### src/rtl/vlan_tag_insert_unit_defines.svh
// ----------------------------------------------------------------------------
// vlan_tag_insert_unit_defines.svh
// Assertion macros for the VLAN tag insertion RTL (used by vti_back).
// ----------------------------------------------------------------------------
`ifndef VLAN_TAG_INSERT_UNIT_DEFINES_SVH
`define VLAN_TAG_INSERT_UNIT_DEFINES_SVH

// Same-cycle implication, disabled while reset is asserted (active low).
`define VTI_ASSERT_NOW(label, clk, rst_n, ante, cons) \
    label: assert property (@(posedge clk) disable iff (!(rst_n)) (ante) |-> (cons)) \
        else $error("vlan_tag_insert_unit: same-cycle check failed");

// Next-cycle implication, disabled while reset is asserted (active low).
`define VTI_ASSERT_NEXT(label, clk, rst_n, ante, cons) \
    label: assert property (@(posedge clk) disable iff (!(rst_n)) (ante) |=> (cons)) \
        else $error("vlan_tag_insert_unit: next-cycle check failed");

`endif

### src/rtl/vti_pkg.sv
`timescale 1ns / 1ps
// ----------------------------------------------------------------------------
// vti_pkg
// Types and constants for the VLAN tag insertion unit.
// ----------------------------------------------------------------------------
package vti_pkg;

    // Configuration port
    localparam int APB_DATA_W = 32;
    localparam int APB_ADDR_W = 3;
    localparam int TCI_W      = 16;

    // Frame header positions
    localparam int            POS_W        = 4;
    localparam logic [POS_W-1:0] POS_TYPE_HI = 4'd12;
    localparam logic [POS_W-1:0] POS_TYPE_LO = 4'd13;
    localparam logic [POS_W-1:0] POS_BODY    = 4'd14;

    // Tag protocol identifiers
    localparam logic [15:0] TPID_VLAN = 16'h8100;
    localparam logic [15:0] TPID_QINQ = 16'h88A8;

    // Queue between front and back
    localparam int Q_DEPTH = 4;
    localparam int Q_AW    = $clog2(Q_DEPTH);
    localparam int Q_CW    = $clog2(Q_DEPTH + 1);

    // Steps of the tag burst
    localparam int STEP_W = 3;
    localparam logic [STEP_W-1:0] STEP_TPID_HI = 3'd0;
    localparam logic [STEP_W-1:0] STEP_TPID_LO = 3'd1;
    localparam logic [STEP_W-1:0] STEP_TCI_HI  = 3'd2;
    localparam logic [STEP_W-1:0] STEP_TCI_LO  = 3'd3;
    localparam logic [STEP_W-1:0] STEP_HELD    = 3'd4;
    localparam logic [STEP_W-1:0] STEP_TYPE_LO = 3'd5;

    typedef enum logic {
        OP_PASS = 1'b0,
        OP_TAG  = 1'b1
    } t_op;

    // One queued operation for the back end
    typedef struct packed {
        t_op        op;
        logic [7:0] data;
        logic       last;
        logic [7:0] held;
        logic       qinq;
    } t_q_entry;

endpackage

### src/rtl/vti_front.sv
`timescale 1ns / 1ps
// ----------------------------------------------------------------------------
// vti_front
// Tracks the byte position in a frame, holds byte 12 and classifies bytes.
// ----------------------------------------------------------------------------
module vti_front (
    input  logic              i_clk,
    input  logic              i_rst_n,
    input  logic              i_in_valid,
    input  logic [7:0]        i_frame_byte,
    input  logic              i_frame_end,
    output logic              o_in_stall,
    input  logic              i_q_full,
    output logic              o_push,
    output vti_pkg::t_q_entry o_push_entry
);
    import vti_pkg::*;

    logic [POS_W-1:0] r_pos;
    logic [POS_W-1:0] n_pos;
    logic [7:0]       r_held;
    logic [7:0]       n_held;
    logic             accept;

    assign o_in_stall = i_q_full;
    assign accept     = i_in_valid && !i_q_full;

    always_comb begin
        n_pos             = r_pos;
        n_held            = r_held;
        o_push            = 1'b0;
        o_push_entry.op   = OP_PASS;
        o_push_entry.data = i_frame_byte;
        o_push_entry.last = i_frame_end;
        o_push_entry.held = r_held;
        o_push_entry.qinq = (r_held == TPID_VLAN[15:8]) && (i_frame_byte == TPID_VLAN[7:0]);
        if (accept) begin
            if (r_pos < POS_TYPE_HI) begin
                o_push = 1'b1;
                n_pos  = i_frame_end ? '0 : r_pos + 1'b1;
            end else if (r_pos == POS_TYPE_HI) begin
                if (i_frame_end) begin
                    o_push = 1'b1;
                    n_pos  = '0;
                end else begin
                    // hold byte 12 until the type field is complete
                    n_held = i_frame_byte;
                    n_pos  = POS_TYPE_LO;
                end
            end else if (r_pos == POS_TYPE_LO) begin
                o_push          = 1'b1;
                o_push_entry.op = OP_TAG;
                n_pos           = i_frame_end ? '0 : POS_BODY;
            end else begin
                o_push = 1'b1;
                n_pos  = i_frame_end ? '0 : POS_BODY;
            end
        end
    end

    always_ff @(posedge i_clk) begin
        if (!i_rst_n) begin
            r_pos <= '0;
        end else begin
            r_pos <= n_pos;
        end
    end

    always_ff @(posedge i_clk) begin
        r_held <= n_held;
    end

endmodule

### src/rtl/vti_fifo.sv
`timescale 1ns / 1ps
// ----------------------------------------------------------------------------
// vti_fifo
// Short queue of classified operations between the front and back ends.
// ----------------------------------------------------------------------------
module vti_fifo (
    input  logic              i_clk,
    input  logic              i_rst_n,
    input  logic              i_push,
    input  vti_pkg::t_q_entry i_push_entry,
    output logic              o_full,
    input  logic              i_pop,
    output logic              o_valid,
    output vti_pkg::t_q_entry o_head
);
    import vti_pkg::*;

    t_q_entry        r_mem [Q_DEPTH];
    logic [Q_AW-1:0] r_wr_ptr;
    logic [Q_AW-1:0] r_rd_ptr;
    logic [Q_CW-1:0] r_count;
    logic            do_push;
    logic            do_pop;

    assign o_full  = (r_count == Q_CW'(Q_DEPTH));
    assign o_valid = (r_count != '0);
    assign o_head  = r_mem[r_rd_ptr];
    assign do_push = i_push && !o_full;
    assign do_pop  = i_pop && o_valid;

    always_ff @(posedge i_clk) begin
        if (!i_rst_n) begin
            r_wr_ptr <= '0;
            r_rd_ptr <= '0;
            r_count  <= '0;
        end else begin
            if (do_push) begin
                r_wr_ptr <= r_wr_ptr + 1'b1;
            end
            if (do_pop) begin
                r_rd_ptr <= r_rd_ptr + 1'b1;
            end
            case ({do_push, do_pop})
                2'b10:   r_count <= r_count + 1'b1;
                2'b01:   r_count <= r_count - 1'b1;
                default: r_count <= r_count;
            endcase
        end
    end

    always_ff @(posedge i_clk) begin
        if (do_push) begin
            r_mem[r_wr_ptr] <= i_push_entry;
        end
    end

endmodule

### src/rtl/vti_back.sv
`timescale 1ns / 1ps
// ----------------------------------------------------------------------------
// vti_back
// Emits queued operations as output bytes; expands a tag into six bytes.
// ----------------------------------------------------------------------------
`include "vlan_tag_insert_unit_defines.svh"

module vti_back (
    input  logic                       i_clk,
    input  logic                       i_rst_n,
    input  logic [vti_pkg::TCI_W-1:0]  i_tci,
    input  logic                       i_q_valid,
    input  vti_pkg::t_q_entry          i_q_head,
    output logic                       o_pop,
    output logic                       o_out_valid,
    output logic [7:0]                 o_out_byte,
    output logic                       o_out_end,
    output logic                       o_run_last,
    input  logic                       i_out_stall
);
    import vti_pkg::*;

    logic [STEP_W-1:0] r_step;
    logic              r_out_valid;
    logic [7:0]        r_out_byte;
    logic              r_out_end;
    logic              r_run_last;
    logic              out_free;
    logic              load;
    logic [15:0]       tpid;
    logic [7:0]        n_byte;
    logic              n_end;
    logic              n_last;

    assign out_free = !r_out_valid || !i_out_stall;
    assign load     = out_free && i_q_valid;
    assign tpid     = i_q_head.qinq ? TPID_QINQ : TPID_VLAN;
    assign o_pop    = load && ((i_q_head.op == OP_PASS) || (r_step == STEP_TYPE_LO));

    always_comb begin
        n_byte = i_q_head.data;
        n_end  = i_q_head.last;
        n_last = 1'b1;
        if (i_q_head.op == OP_TAG) begin
            n_end  = 1'b0;
            n_last = 1'b0;
            case (r_step)
                STEP_TPID_HI: n_byte = tpid[15:8];
                STEP_TPID_LO: n_byte = tpid[7:0];
                STEP_TCI_HI:  n_byte = i_tci[15:8];
                STEP_TCI_LO:  n_byte = i_tci[7:0];
                STEP_HELD:    n_byte = i_q_head.held;
                default: begin
                    n_byte = i_q_head.data;
                    n_end  = i_q_head.last;
                    n_last = 1'b1;
                end
            endcase
        end
    end

    always_ff @(posedge i_clk) begin
        if (!i_rst_n) begin
            r_step      <= STEP_TPID_HI;
            r_out_valid <= 1'b0;
        end else begin
            if (out_free) begin
                r_out_valid <= i_q_valid;
            end
            if (load && (i_q_head.op == OP_TAG)) begin
                r_step <= (r_step == STEP_TYPE_LO) ? STEP_TPID_HI : r_step + 1'b1;
            end
        end
    end

    always_ff @(posedge i_clk) begin
        if (load) begin
            r_out_byte <= n_byte;
            r_out_end  <= n_end;
            r_run_last <= n_last;
        end
    end

    assign o_out_valid = r_out_valid;
    assign o_out_byte  = r_out_byte;
    assign o_out_end   = r_out_end;
    assign o_run_last  = r_run_last;

    // a burst in progress keeps its tag operation at the queue head
    `VTI_ASSERT_NOW(a_step_on_tag, i_clk, i_rst_n, r_step != STEP_TPID_HI, i_q_valid && (i_q_head.op == OP_TAG))
    // frame end only on the last byte of a transaction's run
    `VTI_ASSERT_NOW(a_end_is_last, i_clk, i_rst_n, r_out_valid && !r_run_last, !r_out_end)
    // the tag burst runs without gaps
    `VTI_ASSERT_NEXT(a_burst_no_gap, i_clk, i_rst_n, r_out_valid && !i_out_stall && !r_run_last, r_out_valid)

endmodule

### src/rtl/vlan_tag_insert_unit.sv
`timescale 1ns / 1ps
// ----------------------------------------------------------------------------
// vlan_tag_insert_unit
// IEEE 802.1Q VLAN tag insertion on a byte stream, with an APB TCI register.
// ----------------------------------------------------------------------------
// Frame bytes enter and leave one per cycle when neither side stalls.
// Byte 12 (the high byte of the type field) is held back and produces no
// output transaction; when byte 13 arrives the unit emits six bytes: the TPID
// (0x88A8 if the original type was 0x8100, else 0x8100), the TCI from the
// tag_control register, the held byte 12 and byte 13. Those six bytes leave
// one at a time through the single output register, so a tagged frame is
// four bytes longer; the input stalls whenever the four-entry operation
// queue is full. A frame ending before byte 12 passes unchanged, and one
// ending on byte 12 leaves untagged. o_run_last marks the final output byte
// caused by an input byte.
// tag_control lives at byte address 0 and should be written only while no
// frame is in flight.
// ----------------------------------------------------------------------------
module vlan_tag_insert_unit (
    input  logic                            i_clk,
    input  logic                            i_rst_n,
    // input byte stream
    input  logic                            i_in_valid,
    output logic                            o_in_stall,
    input  logic [7:0]                      i_frame_byte,
    input  logic                            i_frame_end,
    // output byte stream
    output logic                            o_out_valid,
    input  logic                            i_out_stall,
    output logic [7:0]                      o_out_byte,
    output logic                            o_out_end,
    output logic                            o_run_last,
    // configuration port
    input  logic                            psel,
    input  logic                            penable,
    input  logic                            pwrite,
    input  logic [vti_pkg::APB_ADDR_W-1:0]  paddr,
    input  logic [vti_pkg::APB_DATA_W-1:0]  pwdata,
    output logic [vti_pkg::APB_DATA_W-1:0]  prdata,
    output logic                            pready
);
    import vti_pkg::*;

    logic [TCI_W-1:0] r_tci;
    logic             tci_sel;
    logic             q_full;
    logic             q_push;
    t_q_entry         q_push_entry;
    logic             q_pop;
    logic             q_valid;
    t_q_entry         q_head;

    // Register 0 decodes on address bit 2 clear; bit 2 set is unmapped.
    assign tci_sel = !paddr[2];
    assign pready  = 1'b1;
    assign prdata  = tci_sel ? {{(APB_DATA_W-TCI_W){1'b0}}, r_tci} : '0;

    // Capture the TCI at the access phase of a write transaction.
    always_ff @(posedge i_clk) begin
        if (!i_rst_n) begin
            r_tci <= '0;
        end else if (psel && penable && pwrite && tci_sel) begin
            r_tci <= pwdata[TCI_W-1:0];
        end
    end

    // Front end: position tracking, hold of byte 12, TPID decision.
    vti_front u_front (
        .i_clk        (i_clk),
        .i_rst_n      (i_rst_n),
        .i_in_valid   (i_in_valid),
        .i_frame_byte (i_frame_byte),
        .i_frame_end  (i_frame_end),
        .o_in_stall   (o_in_stall),
        .i_q_full     (q_full),
        .o_push       (q_push),
        .o_push_entry (q_push_entry)
    );

    // Decouple the two ends so a tag burst does not stall the link at once.
    vti_fifo u_fifo (
        .i_clk        (i_clk),
        .i_rst_n      (i_rst_n),
        .i_push       (q_push),
        .i_push_entry (q_push_entry),
        .o_full       (q_full),
        .i_pop        (q_pop),
        .o_valid      (q_valid),
        .o_head       (q_head)
    );

    // Back end: one output byte per cycle while the output is not stalled, tags expanded in place.
    vti_back u_back (
        .i_clk       (i_clk),
        .i_rst_n     (i_rst_n),
        .i_tci       (r_tci),
        .i_q_valid   (q_valid),
        .i_q_head    (q_head),
        .o_pop       (q_pop),
        .o_out_valid (o_out_valid),
        .o_out_byte  (o_out_byte),
        .o_out_end   (o_out_end),
        .o_run_last  (o_run_last),
        .i_out_stall (i_out_stall)
    );

endmodule
### config.mk
export PLATFORM = sky130hd
export DESIGN_NAME = vlan_tag_insert_unit
export DESIGN_NICKNAME = d
export VERILOG_FILES = /design/src/rtl/vti_pkg.sv /design/src/rtl/vti_front.sv /design/src/rtl/vti_fifo.sv /design/src/rtl/vti_back.sv /design/src/rtl/vlan_tag_insert_unit.sv
export VERILOG_INCLUDE_DIRS = /design/src /design/src/rtl
export SDC_FILE = /design/constraint.sdc
export NUM_CORES = 1
export LEC_CHECK = 0
export BUFFER_PORTS_ARGS = -buffer_cell sky130_fd_sc_hd__buf_2
export CORE_MARGIN = 2
export CORE_UTILIZATION = 55
export CTS_BUF_LIST = sky130_fd_sc_hd__clkbuf_2 sky130_fd_sc_hd__clkbuf_4 sky130_fd_sc_hd__clkbuf_8
export DETAILED_ROUTE_END_ITERATION = 6
export PLACE_DENSITY = 0.78
export SLEW_MARGIN = 15
export SYNTH_ARGS = -nofsm -noshare
export SYNTH_HDL_FRONTEND = slang
export SYNTH_HIERARCHICAL = 1
export SYNTH_SLANG_ARGS = --single-unit
export TNS_END_PERCENT = 10
### constraint.sdc
create_clock -name i_clk -period 4.19 [get_ports i_clk]
set_clock_uncertainty 0.15 [all_clocks]
set_input_delay 0.6285 -clock i_clk [delete_from_list [all_inputs] [get_ports i_clk]]
set_output_delay 0.6285 -clock i_clk [all_outputs]
set_load 0.01 [all_outputs]
# Word level (Yosys, flattened, before mapping)

Memories as Yosys holds them, arrays and structs flattened. A register that Yosys moved wholly into a read port is not among the register bits.
Cells that the tools add are included.

Latch bits: 0
Bits in read-only memories: 0
Register bits: 49
Word-level logic and storage cells: 81
Bits of input ports: 51
Output and inout bits: 45
RAM bits: 76
Memories kept: 1

Memories:

| memory       | depth | bits a word | read ports | clocked after Yosys merged registers in | wr ports | line           | text |
|---|---|---|---|---|---|---|---|
| u_fifo.r_mem | 4     | 19          | 1          | 1                                       | 1        | vti_fifo.sv:18 | `t_q_entry r_mem [Q_DEPTH];` |

Eq/ne operators: 11
Multiply operators: 0
Reductions and logical operators: 22
Bitwise operators: 3
Order comparisons: 1
Div/mod/pow operators: 0
Add/subtract/negate cells: 6
Mux-type cells: 26
Shifts and indexed selects: 0

Operators by type and width:

| kind                | number |
|---|---|
| $pmux 8 s5          | 1 |
| $mux 4              | 5 |
| $mux 16             | 1 |
| $mux 1              | 13 |
| $mux 12             | 1 |
| $logic_and 1x1->1   | 10 |
| $eq 3x3->1 const B  | 3 |
| $eq 4x4->1 const B  | 2 |
| $eq 8x8->1 const B  | 1 |
| $logic_not 8->1     | 1 |
| $mux 8              | 1 |
| $add 3x1->3 const B | 2 |
| $eq 3x2->1 const B  | 2 |
| $pmux 3 s2          | 1 |
| $reduce_or 5->1     | 1 |
| $add 2x1->2 const B | 2 |
| $add 4x1->4 const B | 1 |
| $logic_not 1->1     | 4 |
| $lt 4x4->1 const B  | 1 |
| $mux 2              | 2 |
| $reduce_and 4->1    | 1 |
| $eq 3x1->1 const B  | 1 |
| $logic_not 3->1     | 1 |
| $mux 3              | 1 |
| 7 further kinds     | 10 |

# Logic depth before layout (Yosys ltp)

Depth after elaboration: 7
Gate-level depth with buffers: 12
Mapped depth without buffers: 11

# Hierarchy

Netlist, hierarchy kept.

By module, submodules not included:

| module               | area an instance (µm²) | seq. area each (µm²) | cells an instance | instances |
|---|---|---|---|---|
| vti_fifo             | 3283.1                 | 2462.4               | 151               | 1 |
| vlan_tag_insert_unit | 907.1                  | 320.3                | 106               | 1 |
| vti_back             | 839.6                  | 380.4                | 86                | 1 |
| vti_front            | 618.1                  | 320.3                | 56                | 1 |

# Least setup slack after synthesis

OpenSTA, ideal clock, no wires.

Path kind: register to register
Start: reg with a tool-made name
End: reg u_fifo.r_count[2]
Period minus slack after synthesis: 3.089 ns
Setup slack: 1.101 ns
Stages on the path, launching flop included: 12
Data arrival time: 2.864 ns
Path through: dfxtp_1 > buf_6 > mux4_1 > clkbuf_1 > a21oi_1 > o31a_1 > ha_1 > inv_1 > fa_1 > xor2_1 > or3_1 > a21boi_0

RTL lines:

| element              | line           | text |
|---|---|---|
| to (signal assigned) | vti_fifo.sv:44 | `2'b10: r_count <= r_count + 1'b1;` |
| to (signal assigned) | vti_fifo.sv:45 | `2'b01: r_count <= r_count - 1'b1;` |
| to (signal assigned) | vti_fifo.sv:46 | `default: r_count <= r_count;` |
| to (decl)            | vti_fifo.sv:21 | `logic [Q_CW-1:0] r_count;` |

==> results.yml <==
status:
  status: "completed"
finish:
  syn2layout_area_growth_pct: 11.70
  final_nets: 513
  drive_above_1_share: 0.2624
  stdcell_count: 598
  final_common_cell: "edfxtp_1"
  antenna_cells: 0
  num-fill-cells: 708
  final_cell_mix: "edfxtp_1, buf_2, nand2_1, dfxtp_1, mux2i_1"
power:
  power.density_mw_per_mm2: 561.9
  power_switching_share: 0.2824
  p_leak_uw: 0.002308
  pwr-share-seq: 0.466
  p_total_uw: 3545
  peakVddDrop_uv: 294.5
  p_sw_uw: 1001
  internal_power_uw: 2544
  power.share.combinational: 0.211
  clkPwrFrac: 0.323
placement:
  dpl.hpwl_um: 6643
  routabilityCongestion: 0.9072
  dp_cells: 566
  pre_cts_ws_ns: 1.026
  numPortBuffers: 60
floorplanning:
  die_w_um: 105.3
  die_h_um: 105.3
  fp-row-count: 36
  fp.dieArea_sq_mm: 0.01110
  initial_core_util: 0.5726
  pin_count: 96
  core_area_sq_mm: 0.009864
grt:
  grt_pass1_vias: 3248
  antenna_found_initial: 0
  grt_pass1_wl_um: 16260
  grt_usage: 0.1911
  overflow: 0
  grt_start_max_net_pins: 47
timing:
  rsz0062_at_grt: "false"
  period_share: 0.7539
  tns_ns: 0
  maxSlewViolCount: 0
  worst_slack_ns: 1.031
  slew_headroom: 0.2801
  max_freq_mhz: 316.6
  worst_pin_slew_ns: 1.072
  hold_violations: 0
  setup_violations: 0
  fin_crit_ns: 3.159
cts:
  clockBufferDepth: 2
  postCtsSetupBuffers: 0
  path_clk_slew_ns: 0.08
  clock_sinks: 127
  numCtsBuffers: 17
  ctsHoldBuffers: 0
  clk_latency_ns: 0.41
  cts_tree: "done"
  cts_max_level: 4
  ctsResizeCount: 0
  root_buffer: "clkbuf_8"
route:
  antenna_left: 0
  drt_wl_total_um: 9901
  first_pass_iters: 5
  routedWlPerCell_um: 16.56
  num_vias: 3255
  via_per_inst: 5.443
  drc: 0
  drtIter0Drc: 268
logic_synthesis:
  post_synth_num_cell_types: 57
  yosys_register_bits: 127
  syn_area_sq_mm: 0.005648
  avgSynthCellArea_sq_um: 14.16
  postSynthCellCount: 399
  synth-edff-count: 94
  ys_seq_area_frac: 0.6167
  ys.flop_type: "edfxtp_1"
  ys_warn_count: 6
  async_flop_share: 0
worst_setup_path:
  worstSetupPathType: "register to register"
  cp.arrival_ns: 3.35
  cp.required_ns: 4.38
  crit_path_start_kind: "register"
  crit_fanout: 15
  critPathCaptureType: "register"
  r2r_setup_slack_ns: 1.03
run:
  maxCapViolations: 0
hold_path:
  min_path_type: "primary input to register"
through the flow:
| stage | instance area (sq um) | util | hold WS (ns) |
|---|---|---|---|
| after global routing | 6309 | 0.6395 | 0.2789 |
| after CTS | 6309 | 0.6395 | 0.2820 |
| after floorplan | 5704 | - | 0.2887 |
| final | 6309 | 0.6395 | 0.3019 |
| after detailed placement | 5866 | 0.5946 | 0.3159 |
| after global placement | 5866 | 0.5946 | 0.3103 |
power by group through the flow:
| stage | clock [uW] | sequential, uW | combinational, uW |
|---|---|---|---|
| 3_3_place_gp | 0 | 1670 | 718 |
| 5_1_grt | 1240 | 1670 | 819 |
| 3_5_place_dp | 0 | 1680 | 744 |
| 6_report | 1150 | 1650 | 748 |
| 4_1_cts | 1170 | 1650 | 748 |
| 2_1_floorplan | 0 | 1680 | 557 |
worst paths after layout:
kind | start | depth (start not counted) | end
min reg2reg | r_tci[14]$_SDFFE_PN0P_ | 2 | r_tci[14]$_SDFFE_PN0P_
max reg2reg | register | 9 | u_fifo/r_count[2]$_SDFFE_PN0P_
max | register | 9 | u_fifo/r_count[2]$_SDFFE_PN0P_
min | pwdata[9] | 3 | r_tci[9]$_SDFFE_PN0P_
critical path, cell delays in order, from the launching register on:
cell,delay [ns]
dfxtp_1,0.35
mux4_1,0.80
a21oi_1,0.31
o31a_1,0.22
ha_1,0.19
inv_1,0.06
fa_1,0.38
xor2_1,0.16
or3_1,0.30
a21boi_0,0.17
area by class of cell:
class                      instances  area [sq um]  share of cell area
inverter                          16         60.06            0.009520
multi-input combinational        226          1826              0.2894
sequential                       127          3483              0.5522
timing repair buffer              64         330.3             0.05236
clock inverter                    15         209.0             0.03312
clock buffer                      17         234.0             0.03709
tap                              133         166.4             0.02638
logic make-up (layout without fill, tap and decap cells):
logic type | count (synthesis) | in the layout | synth area share
multiplexers | 38 | 38 | 0.1163
AO/OA/AOI/OAI | 46 | 46 | 0.05916
adder cells (fa/ha/maj) | 10 | 10 | 0.02348
buffers and inverters | 61 | 112 | 0.07000
flip-flops | 127 | 127 | 0.6167
XOR/XNOR | 4 | 4 | 0.006204
AND/OR/NAND/NOR | 111 | 111 | 0.1068
other | 2 | 17 | 0.001330
per-layer routing:
| layer | GRT usage | up-vias | share of wire |
|---|---|---|---|
| met5 | 0 | - | 0 |
| met1 | 0.2435 | 1572 | 0.44 |
| met3 | 0.04824 | 11 | 0.055 |
| li1 | - | 1542 | - |
| met2 | 0.3203 | 130 | 0.50 |
| met4 | 0.06381 | 0 | 0.0093 |
synthesized netlist by cell type (all sizes together) (2+ instances only):
| library cell | count | area [sq um] |
|---|---|---|
| a21boi | 2 | 15.02 |
| a21oi | 13 | 65.06 |
| a222oi | 4 | 40.04 |
| a2bb2oi | 3 | 26.28 |
| a31oi | 4 | 25.02 |
| a32oi | 3 | 26.28 |
| a41oi | 2 | 17.52 |
| and2 | 8 | 50.05 |
| and2b | 6 | 52.55 |
| buf | 38 | 309.0 |
| clkbuf | 7 | 26.28 |
| conb | 2 | 7.510 |
| dfxtp | 33 | 660.6 |
| edfxtp | 94 | 2823 |
| ha | 9 | 112.6 |
| inv | 16 | 60.06 |
| mux2i | 18 | 180.2 |
| mux4 | 19 | 461.7 |
| nand2 | 47 | 176.4 |
| nand2b | 3 | 26.27 |
| nand3 | 4 | 20.02 |
| nand3b | 4 | 30.03 |
| nand4 | 2 | 12.51 |
| nor2 | 7 | 26.28 |
| nor2b | 16 | 100.1 |
| nor3 | 2 | 10.01 |
| nor3b | 2 | 25.02 |
| nor4 | 3 | 18.77 |
| o21ai | 5 | 28.78 |
| or3 | 2 | 12.51 |
| xnor2 | 3 | 26.28 |
state kept, by name, indices dropped and copies added, names as in the netlist, 2 cells and up, named ones only:
signal,count
u_front/r_pos,4
u_fifo/r_wr_ptr,2
u_back/o_out_byte,8
u_fifo/r_count,3
r_tci,16
u_back/r_step,3
u_fifo/r_mem,76
u_fifo/r_rd_ptr,2
u_front/r_held,8
Power figures use the tool's default switching activity.
